==> config.mk <==
export PLATFORM = sky130hd
export DESIGN_NAME = jadc_fifo
export DESIGN_NICKNAME = d
export VERILOG_FILES = /design/src/hw/rtl/jadc_pkg.sv /design/src/hw/rtl/jadc_fifo.sv
export SDC_FILE = /design/constraint.sdc
export NUM_CORES = 1
export LEC_CHECK = 0
export BUFFER_PORTS_ARGS = -buffer_cell sky130_fd_sc_hd__buf_2
export CAP_MARGIN = 20
export CORE_ASPECT_RATIO = 0.9
export CORE_UTILIZATION = 50
export DETAILED_ROUTE_END_ITERATION = 8
export GPL_TIMING_DRIVEN = 0
export PLACE_DENSITY = 0.8
export SYNTH_ARGS = -nofsm -noshare
export SYNTH_HDL_FRONTEND = slang
export SYNTH_SLANG_ARGS = --single-unit
export TNS_END_PERCENT = 10
==> constraint.sdc <==
create_clock -name clk -period 3.75 [get_ports clk]
set_input_delay 0.375 -clock clk [delete_from_list [all_inputs] [get_ports clk]]
set_output_delay 0.375 -clock clk [all_outputs]
set_load 0.1 [all_outputs]
==> src/hw/rtl/jadc_pkg.sv <==
package jadc_pkg;

  localparam int SAMPLE_W    = 16;
  localparam int REPORT_W    = 25;
  localparam int CFG_W       = 16;
  localparam int CFG_IDX_W   = 3;
  localparam int QUEUE_DEPTH = 4;
  localparam int REL_LIMIT   = 127;

  // Register indexes of the configuration port.
  typedef enum logic [CFG_IDX_W-1:0] {
    REG_MID_POINT  = 3'd0,
    REG_FULL_TRAVEL = 3'd1,
    REG_DEAD_BAND  = 3'd2,
    REG_OUT_LOW    = 3'd3,
    REG_OUT_HIGH   = 3'd4,
    REG_GAIN_NUM   = 3'd5,
    REG_GAIN_DEN   = 3'd6,
    REG_MODE_FLAGS = 3'd7
  } cfg_reg_t;

  localparam logic [1:0] CURVE_SQRT   = 2'd1;
  localparam logic [1:0] CURVE_SQUARE = 2'd2;

  typedef struct packed {
    logic [15:0] mid;
    logic [15:0] travel;
    logic [15:0] dead;
    logic [7:0]  lo;
    logic [7:0]  hi;
    logic [15:0] gnum;
    logic [15:0] gden;
    logic        enable;
    logic        invert;
    logic        relative;
    logic [1:0]  curve;
  } cfg_t;

  // Classified sample handed from front to back.
  typedef struct packed {
    logic        zero;
    logic        neg;
    logic [15:0] pushed;
    logic [15:0] span;
  } item_t;

endpackage

==> src/hw/rtl/jadc_fifo.sv <==
module jadc_fifo #(
  parameter int DEPTH = jadc_pkg::QUEUE_DEPTH
) (
  input  logic            clk,
  input  logic            rst_n,
  input  logic            wr_valid,
  output logic            wr_ready,
  input  jadc_pkg::item_t wr_item,
  output logic            rd_valid,
  input  logic            rd_ready,
  output jadc_pkg::item_t rd_item
);

  localparam int PW = $clog2(DEPTH);
  localparam int CW = $clog2(DEPTH + 1);

  jadc_pkg::item_t mem_r [DEPTH];
  logic [PW-1:0]   wr_ptr_r;
  logic [PW-1:0]   rd_ptr_r;
  logic [CW-1:0]   count_r;
  logic            push;
  logic            pop;

  assign wr_ready = (count_r != CW'(DEPTH));
  assign rd_valid = (count_r != '0);
  assign rd_item  = mem_r[rd_ptr_r];
  assign push     = wr_valid && wr_ready;
  assign pop      = rd_valid && rd_ready;

  always_ff @(posedge clk) begin
    if (!rst_n) begin
      wr_ptr_r <= '0;
      rd_ptr_r <= '0;
      count_r  <= '0;
    end else begin
      if (push) begin
        wr_ptr_r <= (wr_ptr_r == PW'(DEPTH - 1)) ? '0 : wr_ptr_r + 1'b1;
      end
      if (pop) begin
        rd_ptr_r <= (rd_ptr_r == PW'(DEPTH - 1)) ? '0 : rd_ptr_r + 1'b1;
      end
      if (push && !pop) begin
        count_r <= count_r + 1'b1;
      end else if (pop && !push) begin
        count_r <= count_r - 1'b1;
      end
    end
  end

  always_ff @(posedge clk) begin
    if (push) begin
      mem_r[wr_ptr_r] <= wr_item;
    end
  end

endmodule

### Word level (Yosys, flattened, before mapping)

Memory sizes are Yosys's and may differ from the RTL's. A register that Yosys moved wholly into a read port is not among the register bits.
Index checks and enable logic that the tools add are counted.

| storage, ports and cells | value |
|---|---|
| output and inout port bits | 36 |
| bits in writable memories | 136 |
| logic and storage cells | 27 |
| flip-flop bits (word level) | 7 |
| memories | 1 |
| input bits | 38 |

Memories:

| memory | depth | bits a word | read ports | clocked after memory_dff | write ports | RTL line | RTL |
|---|---|---|---|---|---|---|---|
| mem_r | 4 | 34 | 1 | 1 | 1 | jadc_fifo.sv:17 | `jadc_pkg::item_t mem_r [DEPTH];` |

| operators by class | value |
|---|---|
| mux-type cells | 8 |
| reductions and logical operators | 8 |
| equal/unequal tests | 3 |
| $add $sub $neg | 4 |

Operator list:

| operator | count |
|---|---|
| $mux 2 | 4 |
| $mux 3 | 2 |
| $add 2x1->2 const B | 2 |
| $eq 2x2->1 const B | 2 |
| $logic_and 1x1->1 | 4 |
| $add 3x1->3 const B | 1 |
| $ne 3x3->1 const B | 1 |
| $reduce_bool 3->1 | 1 |
| $sub 3x1->3 const B | 1 |
| $logic_not 1->1 | 2 |
| $mux 1 | 2 |
| $reduce_bool 2->1 | 1 |

### Depth between registers and ports, before layout

| depth | value |
|---|---|
| depth after elaboration | 6 |
| gate-level depth with buffers | 9 |
| mapped depth without buffers | 8 |

### Worst setup path after synthesis

No wires, ideal clock.

| timing | value |
|---|---|
| path kind | reg-to-reg |
| start | reg count_r[0] |
| end | reg count_r[2] |
| clock period less this slack | 2322 ps |
| setup time | 76 ps |
| cell stages (with the launch flop) | 10 |
| data required time | 3674 ps |
| arrival time | 2246 ps |
| path slack | 1428 ps |
| cells stage by stage | dfxtp_1 or3b_1 buf_6 and2_4 ha_1 inv_1 fa_1 xor2_1 or3_2 a21boi_0 |

| between the ends | value |
|---|---|
| cells in the longest elaborated chain, start to end | 5 |
| elaborated cells on any way between the ends | 13 |
| those cells by class | 2 x add/sub; 1 x eq/ne; 2 x mux; 8 x reduce/logical |

RTL lines:

| item | RTL line | RTL |
|---|---|---|
| from (decl) | jadc_fifo.sv:20 | `logic [CW-1:0] count_r;` |
| from (signal assigned) | jadc_fifo.sv:43 | `count_r <= count_r + 1'b1;` |
| from (signal assigned) | jadc_fifo.sv:45 | `count_r <= count_r - 1'b1;` |
| $ne 3x3->1 * | jadc_fifo.sv:24 | `assign wr_ready = (count_r != CW'(DEPTH));` |
| net wr_ready | jadc_fifo.sv:7 | `output logic wr_ready,` |
| $logic_and 1x1->1 * | jadc_fifo.sv:27 | `assign push = wr_valid && wr_ready;` |
| net push | jadc_fifo.sv:21 | `logic push;` |
| $logic_not 1->1 | jadc_fifo.sv:44 | `end else if (pop && !push) begin` |
| $logic_and 1x1->1 | jadc_fifo.sv:44 |  |
| $reduce_bool 2->1 (no line) | -- |  |

The timed path passes the listed nets; every way through them passes the cells marked *. The select of a mux whose other input is x is not followed.
A chain may end at the register's enable or synchronous reset.

==> reports/summary.txt <==
=====================================================================================
Outcome                                                                  finished, violations left
Violated checks                                                                   DRC
Synthesized netlist cell count                                                    229
Count of endpoints failing hold in the final timing report                          0
Power density over the cells                                             891.2 nW/um2
Number of antenna violations at the first check in global routing                   0
Post-cts repair resize count                                                        0
Portion of the post-synthesis area used by sequential elements                 79.18%
Main combinational cell family by area after synthesis                   multiplexers
F_max                                                                       385.7 MHz
Worst Tran Pin Value                                                        0.9176 ns
Standard-cell row count                                                            35
Clk Latency, worst-skew pair                                                  0.41 ns
Clock-pin slew of the registers on the worst-case setup and hold paths        0.06 ns
Overall routed net length                                                     8674 um
Met3 layer usage reported by global route                                      6.013%
Number of enable flip-flop cells after synthesis                                  136
Detailed placement HPWL                                                       5206 um
Net count after synthesis                                                         274
Area share of the leading cell type in the synthesized netlist                 75.84%
Net count of the finished layout                                                  366
Area share of xor/xnor cells in the synthesized design                        0.3253%
Filler cell count in the final layout                                             719
Worst-case setup margin in the final layout                                  1.157 ns
Grt total ovfl                                                                      0
Post-synth top area cell                                                 sky130_fd_sc_hd__edfxtp_1
Number of placed cells counting well taps                                         431
Starting density of the core                                                   52.11%
Number of H-tree levels                                                             4
Number of different library cells in the post-synthesis netlist                    27
Iteration-0 DRC Markers                                                           131
Global routing usage on met1                                                   20.72%
Number of buffers inserted to repair setup after CTS                                0
DIE HEIGHT                                                                   100.5 um
Min Clock Period, post-route                                                 2.593 ns
Routed via count                                                                2,505
Clock tree from TritonCTS                                                       built
Primary flip-flop cell chosen by synthesis mapping                       sky130_fd_sc_hd__edfxtp_1
Aggregate negative setup slack                                                   0 ns
Synth-to-Final Area Change                                                     20.91%
Type of the worst setup path                                             flop to primary output
Final-report max-slew violation count                                               0
Ratio of final minimum period to clock period                                  69.13%
Highest ir drop seen on vdd                                                 0.5528 mV
Relative slew slack                                                            38.82%
Floorplan die area                                                         11,190 um2
Setup violation total in the final timing report                                    0
Layout cells sized above 1                                                     44.14%
Port bufs                                                                          73
Routed wire per std cell                                                     18.77 um
Global routing met2 resource utilization                                       27.55%
Inserted Diodes                                                                     0
Async set-or-reset flop fraction in the synthesized netlist                        0%
#FFs+latches synth                                                                145
Global routing usage summed across all routing layers                          17.04%
Number of buffers created by CTS                                                   17
Worst path required time                                                      3.38 ns
Remaining number of nets flagged by the antenna check after routing                 0
Maximum number of pins on one net before global-route repair                       35
Non-filler instance count after layout                                            462
Clock Tree Buf Depth                                                                2
Skew final                                                                0.009330 ns
Pleak                                                                        2.253 nW
Sort of element at the end of the critical path                          primary output
Top post-synthesis cells by area                                         sky130_fd_sc_hd__edfxtp_1 (76%), sky130_fd_sc_hd__mux4_2 (14%), sky130_fd_sc_hd__dfxtp_1 (3.3%), sky130_fd_sc_hd__ha_1 (1.4%), sky130_fd_sc_hd__and3_2 (0.56%)
Busiest metal layer after global routing                                         met2
Most used standard cell by instance count after synthesis                sky130_fd_sc_hd__edfxtp_1
Area of the mapped netlist                                                   5385 um2
Design Power                                                                 5.803 mW
Max Fanout on Critical Path                                                        10
Pre-CTS setup slack                                                          1.292 ns
Detailed-route vias per instance                                                5.422
Final weighted congestion in routability-driven placement                      0.6414
Wire length of the first global-routing pass                                13,420 um
Synthesis Warnings                                                                  0
Max cap viols                                                                       0
CTS sink cnt                                                                      145
Worst Setup Start Kind                                                           flop
Core area                                                                  10,330 um2
Total I/O pin count                                                                74
Area taken by multi-input logic gates                                        1051 um2
Synth Area in Adders                                                           1.766%
Flip-flop and latch area                                                     4264 um2
Worst hold path class                                                    primary input to flop
Number of global-route vias before repair                                       2,581
Chip width                                                                   111.4 um
Most numerous cell types in the synthesized netlist                      sky130_fd_sc_hd__edfxtp_1 (136), sky130_fd_sc_hd__mux4_2 (34), sky130_fd_sc_hd__dfxtp_1 (9)
Cts hold-fix bufs                                                                   0
Share of the synthesized area in compound gates (AO/OA/AOI/OAI)               0.6506%
Area share of and/or/nand/nor cells after synthesis                            2.184%
Average footprint of a synthesized cell                                     23.52 um2
Pre-antenna DRT Iters                                                               6
Setup repair after global routing missed its margin                             false
Cell at the root of the clock tree                                       sky130_fd_sc_hd__clkbuf_16
Remaining design rule violation count                                               8
Share of synthesized area spent on multiplexers                                14.59%
CP Data Arrival Time                                                          2.22 ns
=====================================================================================
power breakdown:
part | internal, mW | switching (mW) | total (mW)
sequential | 1.97 | 0.0587 | 2.03
clock | 1.10 | 0.596 | 1.70
combinational | 0.458 | 1.62 | 2.08
routing by layer:
metal	share of wire, %	routed length (um)
met1	42	3647
met3	6.1	529
met4	1.3	113
met5	0	0
met2	51	4383
state kept, by name, summed over array words and instances, names as in the netlist, named ones only:
register / flops
count_r: 3
rd_ptr_r: 2
wr_ptr_r: 2
mem_r: 136
area by class of cell:
| type | instances | area share (%) |
|---|---|---|
| Multi-Input combinational cell | 71 | 16.14 |
| Clock buffer | 19 | 6.649 |
| Clock inverter | 12 | 2.556 |
| Inverter | 3 | 0.1729 |
| Buffer | 10 | 0.9032 |
| Timing Repair Buffer | 73 | 5.611 |
| Tap cell | 129 | 2.479 |
| Sequential cell | 145 | 65.49 |
worst max-delay path, stage by stage (launching register included):
cell	delay, ns
sky130_fd_sc_hd__dfxtp_1	0.30
sky130_fd_sc_hd__buf_2	0.19
sky130_fd_sc_hd__clkbuf_1	0.55
sky130_fd_sc_hd__mux4_2	0.34
sky130_fd_sc_hd__buf_2	0.43
layout by cell type, fill, tap and decap left out, drive strengths merged, types with 3 or more instances in the layout:
cell type	synthesis	routed
and3	4	4
buf	6	79
bufinv	0	4
clkbuf	4	23
clkinv	0	6
dfxtp	9	9
edfxtp	136	136
ha	6	6
inv	3	3
mux4	34	34
nand2	5	5
o21ai	4	4
path summary, 6_finish.rpt:
path | start | cells past startpoint | slack (ns) | end
worst max-delay path | flop | 4 | 1.16 | rd_item[16]
worst min-delay path | wr_item[11] | 1 | 0.18 | mem_r[1][11]
worst max register to register | count_r[1] | 7 | 1.28 | count_r[2]
worst min register to register | wr_ptr_r[1] | 2 | 0.51 | wr_ptr_r[1]
kinds of logic (layout without fill, tap and decap cells):
family                   Yosys count  count (layout)
AO/OA/AOI/OAI                      6               6
XOR/XNOR                           2               2
adder cells (fa/ha/maj)            7               7
buffers and inverters             13             117
flip-flops                       145             145
multiplexers                      36              36
AND/OR/NAND/NOR                   20              20
per-stage QoR:
stage	util [%]	area [um2]	hold WS (ns)
final	63.00	6511	0.1791
after global routing	63.00	6511	0.1633
after CTS	63.00	6511	0.1561
after detailed placement	57.20	5912	0.5096
after global placement	57.20	5912	0.4837
after floorplan	-	5385	0.4677
(Power assumes the default switching activity.)
