## src/hw/rtl/jadc_pkg.sv

```systemverilog
package jadc_pkg;

  localparam int SAMPLE_W    = 16;
  localparam int REPORT_W    = 25;
  localparam int CFG_W       = 16;
  localparam int CFG_IDX_W   = 3;
  localparam int QUEUE_DEPTH = 4;
  localparam int REL_LIMIT   = 127;

  // Register indexes of the configuration port.
  typedef enum logic [CFG_IDX_W-1:0] {
    REG_MID_POINT  = 3'd0,
    REG_FULL_TRAVEL = 3'd1,
    REG_DEAD_BAND  = 3'd2,
    REG_OUT_LOW    = 3'd3,
    REG_OUT_HIGH   = 3'd4,
    REG_GAIN_NUM   = 3'd5,
    REG_GAIN_DEN   = 3'd6,
    REG_MODE_FLAGS = 3'd7
  } cfg_reg_t;

  localparam logic [1:0] CURVE_SQRT   = 2'd1;
  localparam logic [1:0] CURVE_SQUARE = 2'd2;

  typedef struct packed {
    logic [15:0] mid;
    logic [15:0] travel;
    logic [15:0] dead;
    logic [7:0]  lo;
    logic [7:0]  hi;
    logic [15:0] gnum;
    logic [15:0] gden;
    logic        enable;
    logic        invert;
    logic        relative;
    logic [1:0]  curve;
  } cfg_t;

  // Classified sample handed from front to back.
  typedef struct packed {
    logic        zero;
    logic        neg;
    logic [15:0] pushed;
    logic [15:0] span;
  } item_t;

endpackage

```

## src/hw/rtl/jadc_in_if.sv

```systemverilog
interface jadc_in_if;
  logic                                valid;
  logic                                ready;
  logic signed [jadc_pkg::SAMPLE_W-1:0] sample_mv;
  modport source(output valid, output sample_mv, input ready);
  modport sink(input valid, input sample_mv, output ready);
endinterface

```

## src/hw/rtl/jadc_front.sv

```systemverilog
module jadc_front (
  input  logic             clk,
  input  logic             rst_n,
  jadc_in_if.sink          in,
  input  jadc_pkg::cfg_t   cfg,
  output logic             item_valid,
  input  logic             item_ready,
  output jadc_pkg::item_t  item
);

  logic             f_v_r;
  jadc_pkg::item_t  f_item_r;
  jadc_pkg::item_t  f_item_nxt;
  logic signed [17:0] delta;
  logic [16:0]      amount;
  logic [16:0]      pushed_full;
  logic [15:0]      travel;
  logic [15:0]      span;

  always_comb begin
    delta       = 18'(in.sample_mv) - $signed({2'b00, cfg.mid});
    amount      = delta[17] ? 17'(-delta) : delta[16:0];
    travel      = (cfg.travel == 16'd0) ? 16'd1 : cfg.travel;
    span        = (travel > cfg.dead) ? (travel - cfg.dead) : 16'd1;
    pushed_full = amount - {1'b0, cfg.dead};
    f_item_nxt.zero   = !cfg.enable || (amount <= {1'b0, cfg.dead});
    f_item_nxt.neg    = delta[17];
    f_item_nxt.span   = span;
    f_item_nxt.pushed = (pushed_full > {1'b0, span}) ? span : pushed_full[15:0];
  end

  assign in.ready   = !f_v_r || item_ready;
  assign item_valid = f_v_r;
  assign item       = f_item_r;

  always_ff @(posedge clk) begin
    if (!rst_n) begin
      f_v_r <= 1'b0;
    end else if (in.ready) begin
      f_v_r <= in.valid;
    end
  end

  always_ff @(posedge clk) begin
    if (in.ready) begin
      f_item_r <= f_item_nxt;
    end
  end

endmodule

```

## src/flat_wrapper.sv

```systemverilog
// flat-port wrapper written by rule: the top's interface ports become plain ports
module jadc_front_flat 
  (clk, rst_n, cfg, item_valid, item_ready, item, in_valid, in_sample_mv, in_ready);
  jadc_in_if in_i ();
  input  logic clk;
  input  logic rst_n;
  input  jadc_pkg::cfg_t cfg;
  output logic item_valid;
  input  logic item_ready;
  output jadc_pkg::item_t item;
  input wire logic [$bits(in_i.valid)-1:0] in_valid;
  input wire logic [$bits(in_i.sample_mv)-1:0] in_sample_mv;
  output wire logic [$bits(in_i.ready)-1:0] in_ready;
  assign in_i.valid = in_valid;
  assign in_i.sample_mv = in_sample_mv;
  assign in_ready = in_i.ready;
  jadc_front u_core (.clk(clk), .rst_n(rst_n), .in(in_i), .cfg(cfg), .item_valid(item_valid), .item_ready(item_ready), .item(item));
endmodule
```

## config.mk

```make
export PLATFORM = sky130hd
export DESIGN_NAME = jadc_front_flat
export DESIGN_NICKNAME = d
export VERILOG_FILES = /design/src/hw/rtl/jadc_pkg.sv /design/src/hw/rtl/jadc_in_if.sv /design/src/hw/rtl/jadc_front.sv /design/src/flat_wrapper.sv
export SDC_FILE = /design/constraint.sdc
export NUM_CORES = 1
export LEC_CHECK = 0
export BUFFER_PORTS_ARGS = -buffer_cell sky130_fd_sc_hd__clkbuf_2
export CORE_AREA = 2 2 101 103
export CTS_CLUSTER_SIZE = 30
export DETAILED_ROUTE_END_ITERATION = 7
export DIE_AREA = 0 0 103 105
export PLACE_DENSITY = 0.77
export SYNTH_ARGS = -nofsm -noshare
export SYNTH_HDL_FRONTEND = slang
export SYNTH_SLANG_ARGS = --single-unit
```

## constraint.sdc

```tcl
create_clock -name clk -period 8.9 [get_ports clk]
set_clock_uncertainty 0.2 [all_clocks]
set_input_delay 1.335 -clock clk [delete_from_list [all_inputs] [get_ports clk]]
set_output_delay 1.335 -clock clk [all_outputs]
set_load 0.02 [all_outputs]
```

Word-level counts from Yosys, hierarchy flattened
Index checks and enable logic that the tools add are counted.
W data, S select, Z words.
- bits in registers: 35
- bits of input ports: 121
- output and inout port bits: 36
- logic and storage cells: 21
- add/sub/neg operators: 4
- $lt $le $gt $ge: 3
- mux-type cells: 4
- reductions and logical operators: 5
- operators by type and width (cell ; number):
    $mux W16 ; 3
    $sub A16 B17 Y18 ; 1
    $gt A17 B16 Y1 ; 1
    $le A17 B16 Y1 ; 1
    $mux W17 ; 1
    $neg A17 Y17 ; 1
    $sub A17 B16 Y17 ; 1
    $gt A16 B16 Y1 ; 1
    $logic_not A16 Y1 ; 1
    $sub A16 B16 Y16 ; 1
    $logic_not A1 Y1 ; 2
    $logic_or A1 B1 Y1 ; 2

Logic depth before layout (Yosys ltp)
- depth in word-level cells: 6
- mapped depth: 38
- depth with buffers taken out: 35

Worst setup path before layout
No wires, ideal clock.
- kind: in2reg
- start: in cfg[91] in the netlist's numbering
- end: reg u_core.f_item_r (netlist bit u_core.item[27]), data pin
- setup time: 0.260 ns
- data arrival time: 7.369 ns
- required time: 8.440 ns
- path slack: 1.071 ns
- stages: 34
- path buffers: 2
- cell sequence: inv_1 -> ha_1 -> clkbuf_1 -> nand4_1 -> nor2_1 -> o31ai_1 -> a21o_1 -> a21oi_1 -> and2_1 -> clkbuf_1 -> clkinv_1 -> o21ai_0 -> inv_1 -> fa_1 -> nor2b_1 -> o21ai_0 -> a21oi_1 -> o21ai_0 -> a21boi_0 -> o21ai_0 -> a21oi_1 -> o41a_1 -> mux2i_1 -> a2111oi_0 -> inv_1 -> ha_1 -> nand4_1 -> nor2_1 -> o221ai_1 -> a21boi_0 -> a2bb2oi_1 -> and4b_4 -> nor2_4 -> mux2_4
- RTL lines (what ; RTL line ; RTL):
    start: declaration ; flat_wrapper.sv:7 ; input jadc_pkg::cfg_t cfg;
    end signal: assignment ; jadc_front.sv:46 ; f_item_r <= f_item_nxt;
    end: declaration ; jadc_front.sv:12 ; jadc_pkg::item_t f_item_r;

==> results.txt <==
The flow ran to the end, and the final reports show no timing, DRC or antenna violations. Across every metal layer, demand over resource in global routing totals 0.209. The clock transition at the registers of the reported paths is 70 ps.

The total of max-cap violations is 0. The clock share of power is 0.092. Of the total power, the share spent switching nets is 0.444. The setup path with the least slack is of type input pin to register. The violation count after the first detailed-route iteration came out at 221. The worst hold path cell count came out at 2. Adding up every negative setup slack in the final design gives 0 ps. The share of post-route cells with drive strength above 1 is 0.224. The global-route wire length before repair came out at 18300 um. After synthesis, the netlist uses 70 different library cells. By area the synthesized netlist is led by edfxtp_1, ha_1, xnor2_1. Counting stages on the worst path, the most repeated cell is o21ai_0. The most critical setup path has its startpoint at in_sample_mv[7].

The depth of the worst register-to-register path is 2. Across all layers, the routed design uses 4413 vias. The gate count of the mapped netlist is 569.

The final cell utilization of the core came out at 0.569. The final cycle utilization of the critical path is 0.913. Among all stages on the critical path, the largest delay is contributed by ha_1.

The count of warnings emitted by yosys came out at 0. Derived from the worst setup path, the maximum achievable clock frequency is 0.123 GHz. The number of hold violations in the final report came to 0. In the final routed layout, each cell accounts on average for 14.3 um. The relative slew slack is 0.586.

The count of input and output buffers is 104. The pin count of the biggest net entering global routing came out at 37. The dominant register cell in the synthesized netlist is edfxtp_1. The leakage power figure is 2.68 nW. The total power after layout came out at 1.14 mW. The proportion of register bits with asynchronous set or reset after synthesis is 0. The number of remaining DRC errors is 0.

The total setup violations reported at the end of the flow came out at 0. The area of all sequential standard cells is 1040 um2. The number of global-route vias before repair is 4005. The die covers 10800 um2.

The later pin in the worst-skew pair is clocked with a latency of 280 ps. The worst hold path terminates at u_core.item[1]. Synthesis produced a netlist with a net count of 759. In this run the horizontal extent of the chip is 103 um.

The dominant cell type by area after synthesis is edfxtp_1. The clock passes through at most 2 buffers. The required time of the worst setup path came out at 8740 ps. The number of buffers created by CTS came out at 5. The combinational share of power is 0.683. The min-delay analysis places its worst path in the category register to register. Setup repair after global routing left no endpoint under its margin. The worst register-to-register path ends at u_core.item[13]. The multi-input logic area is 3330 um2. The post-route antenna net violation count came out at 0.

The slack of the worst reg-to-reg path came out at 7570 ps. Of the post-synthesis cell area, the dominant cell type holds 0.216. The delay of the slowest critical-path stage came out at 410 ps. The worst setup path is captured at a register. The worst ir drop on vdd came out at 0.000121 V. The CTS H-tree depth came out at 2. The count of inserted antenna diode cells is 0.

Of all nets on the critical path, the largest fanout is 20. After synthesis the netlist holds a flip-flop and latch count of 35. Row generation in the floorplan step produced 36 rows.

The fraction of power consumed by sequential logic is 0.225. Data arrives at the worst endpoint at 7970 ps. In this run the most critical hold path is launched from u_core.item_valid.

The power density of the placed cells is 208 nW/um2. Routability-driven placement finished with a final weighted congestion of 0.911. The average cell area after synthesis is 8.30 um2. Counting flops with a built-in enable in the synthesized netlist gives 34. The core area is 9640 um2. In this run the cell area of the synthesized design comes to 4720 um2. Summed over all nets, the switching power comes to 0.506 mW. The post-detailed-routing wire length is 11400 um.

For this design, the sink count on the clock tree is 35. The initial antenna violation count came out at 0. Sorting the synthesized cells by how often they occur yields inv_1, ha_1, a21oi_1, edfxtp_1. Global routing finished with a remaining overflow of 0. The initial cell density of the core is 0.490. The length of the first detailed-routing pass in iterations came out at 5.

The TritonCTS clock tree is done. The signed area change from the synthesized netlist to the final layout came out at 16.1%. The per-cell via count in the routed design is 5.53. The net count of the finished layout is 855.

The vertical die dimension is 105 um. The I/O pin total came out at 157. The filler cell count came out at 923. In this run the clock root is driven by a clkbuf_8. The sequential share of the synthesized area came out at 0.220. The internal cell power is 0.633 mW. The HPWL reported at the end of detailed placement came out at 9760 um.

The minimum clock period came out at 8130 ps. In the post-synthesis netlist, the cell with the most instances is inv_1. The slew at the pin closest to its max-slew limit came out at 615 ps. The number of pins exceeding their max-slew limit in the final report came to 0. The worst setup path is launched from an input pin. The startpoint identified for the worst register-to-register timing path is u_core.item_valid.
[registers in the layout (all words and copies together), names as in the netlist]
signal / count
u_core.item_valid: 1
u_core.item: 34
[worst max-delay path by stage]
stage | endpoint | cells after the start | slack (ps)
6_report | u_core.item[16] | 33 | 770
3_5_place_dp | u_core.item[16] | 34 | 260
3_3_place_gp | u_core.item[16] | 34 | 370
4_1_cts | u_core.item[22] | 35 | 550
2_1_floorplan | u_core.item[27] | 34 | 1070
5_1_grt | u_core.item[16] | 37 | 100
[routing by layer]
metal / GRT usage / vias up / part of all wire
li1: - / 2259 / -
met1: 0.259 / 2013 / 0.44
met2: 0.384 / 126 / 0.51
met3: 0.0161 / 15 / 0.036
met4: 0.0508 / 0 / 0.019
met5: 0 / - / 0
[timing repair]
item,in CTS,in global routing
setup endpoints to repair,0,16
hold buffers,0,0
setup buffers,0,0
hold endpoints to repair,0,0
gates resized for setup,0,6
[power by group through the flow]
stage	Sequential, mW	Clock, mW	Combinational, mW
2_1_floorplan	0.323	0	0.503
3_3_place_gp	0.259	0	0.755
3_5_place_dp	0.260	0	0.772
4_1_cts	0.256	0.108	0.775
5_1_grt	0.261	0.113	0.872
6_report	0.256	0.105	0.778
[cells by family (layout without fill, tap and decap cells)]
logic type,count (synthesis),in the layout,share of synthesized area
buffers and inverters,97,193,0.0789
multiplexers,7,7,0.0170
AO/OA/AOI/OAI,162,162,0.232
XOR/XNOR,45,45,0.0850
adder cells (fa/ha/maj),69,69,0.188
AND/OR/NAND/NOR,154,154,0.180
flip-flops,35,35,0.220
[critical path, delay by kind of cell]
kind	cells	cell delay, ps
xor+xnor	1	130
simple gates	7	1240
buf+inv	5	660
mux	1	150
fa+ha+maj	3	990
compound gates	16	3440
[layout by cell type (no fill, tap or decap), types with 4 or more instances in the layout]
cell type and count:
a21o_1 13, nor2b_1 11, or2_2 8, a21oi_1 35
and3_1 4, nand3_1 6, xnor2_1 32, o31a_1 4
nor2_1 33, edfxtp_1 34, ha_1 65, mux2i_1 5
o21ai_1 7, o21bai_1 4, o21ai_0 33, and2_1 4
a21boi_0 5, inv_1 71, clkbuf_2 104, nand2b_1 7
nand4_1 12, buf_4 10, o31ai_1 12, nand2_1 26
nor3_1 13, clkbuf_8 5, o21a_1 8, a31oi_1 6
xor2_1 12, nor4_1 8, nand3b_1 6
[cell type report]
type                    count  share of cell area
inverters                  72              0.0493
clock inverters             2             0.00160
clock buffers               5              0.0126
well taps                 133              0.0304
multi-input cells         437               0.608
flip-flops and latches     35               0.190
repair buffers            114               0.109
[metrics by stage]
stage | cells | setup WS, ps | cell area, um2 | hold WS (ps)
finish | 798 | 770 | 5480 | 669
global route | 798 | 100 | 5480 | 723
CTS | 798 | 548 | 5460 | 685
detailed placement | 791 | 260 | 5380 | 662
global placement | 791 | 367 | 5380 | 650
floorplan | 569 | 1070 | 4720 | 1270
Power figures use the tool's default switching activity.
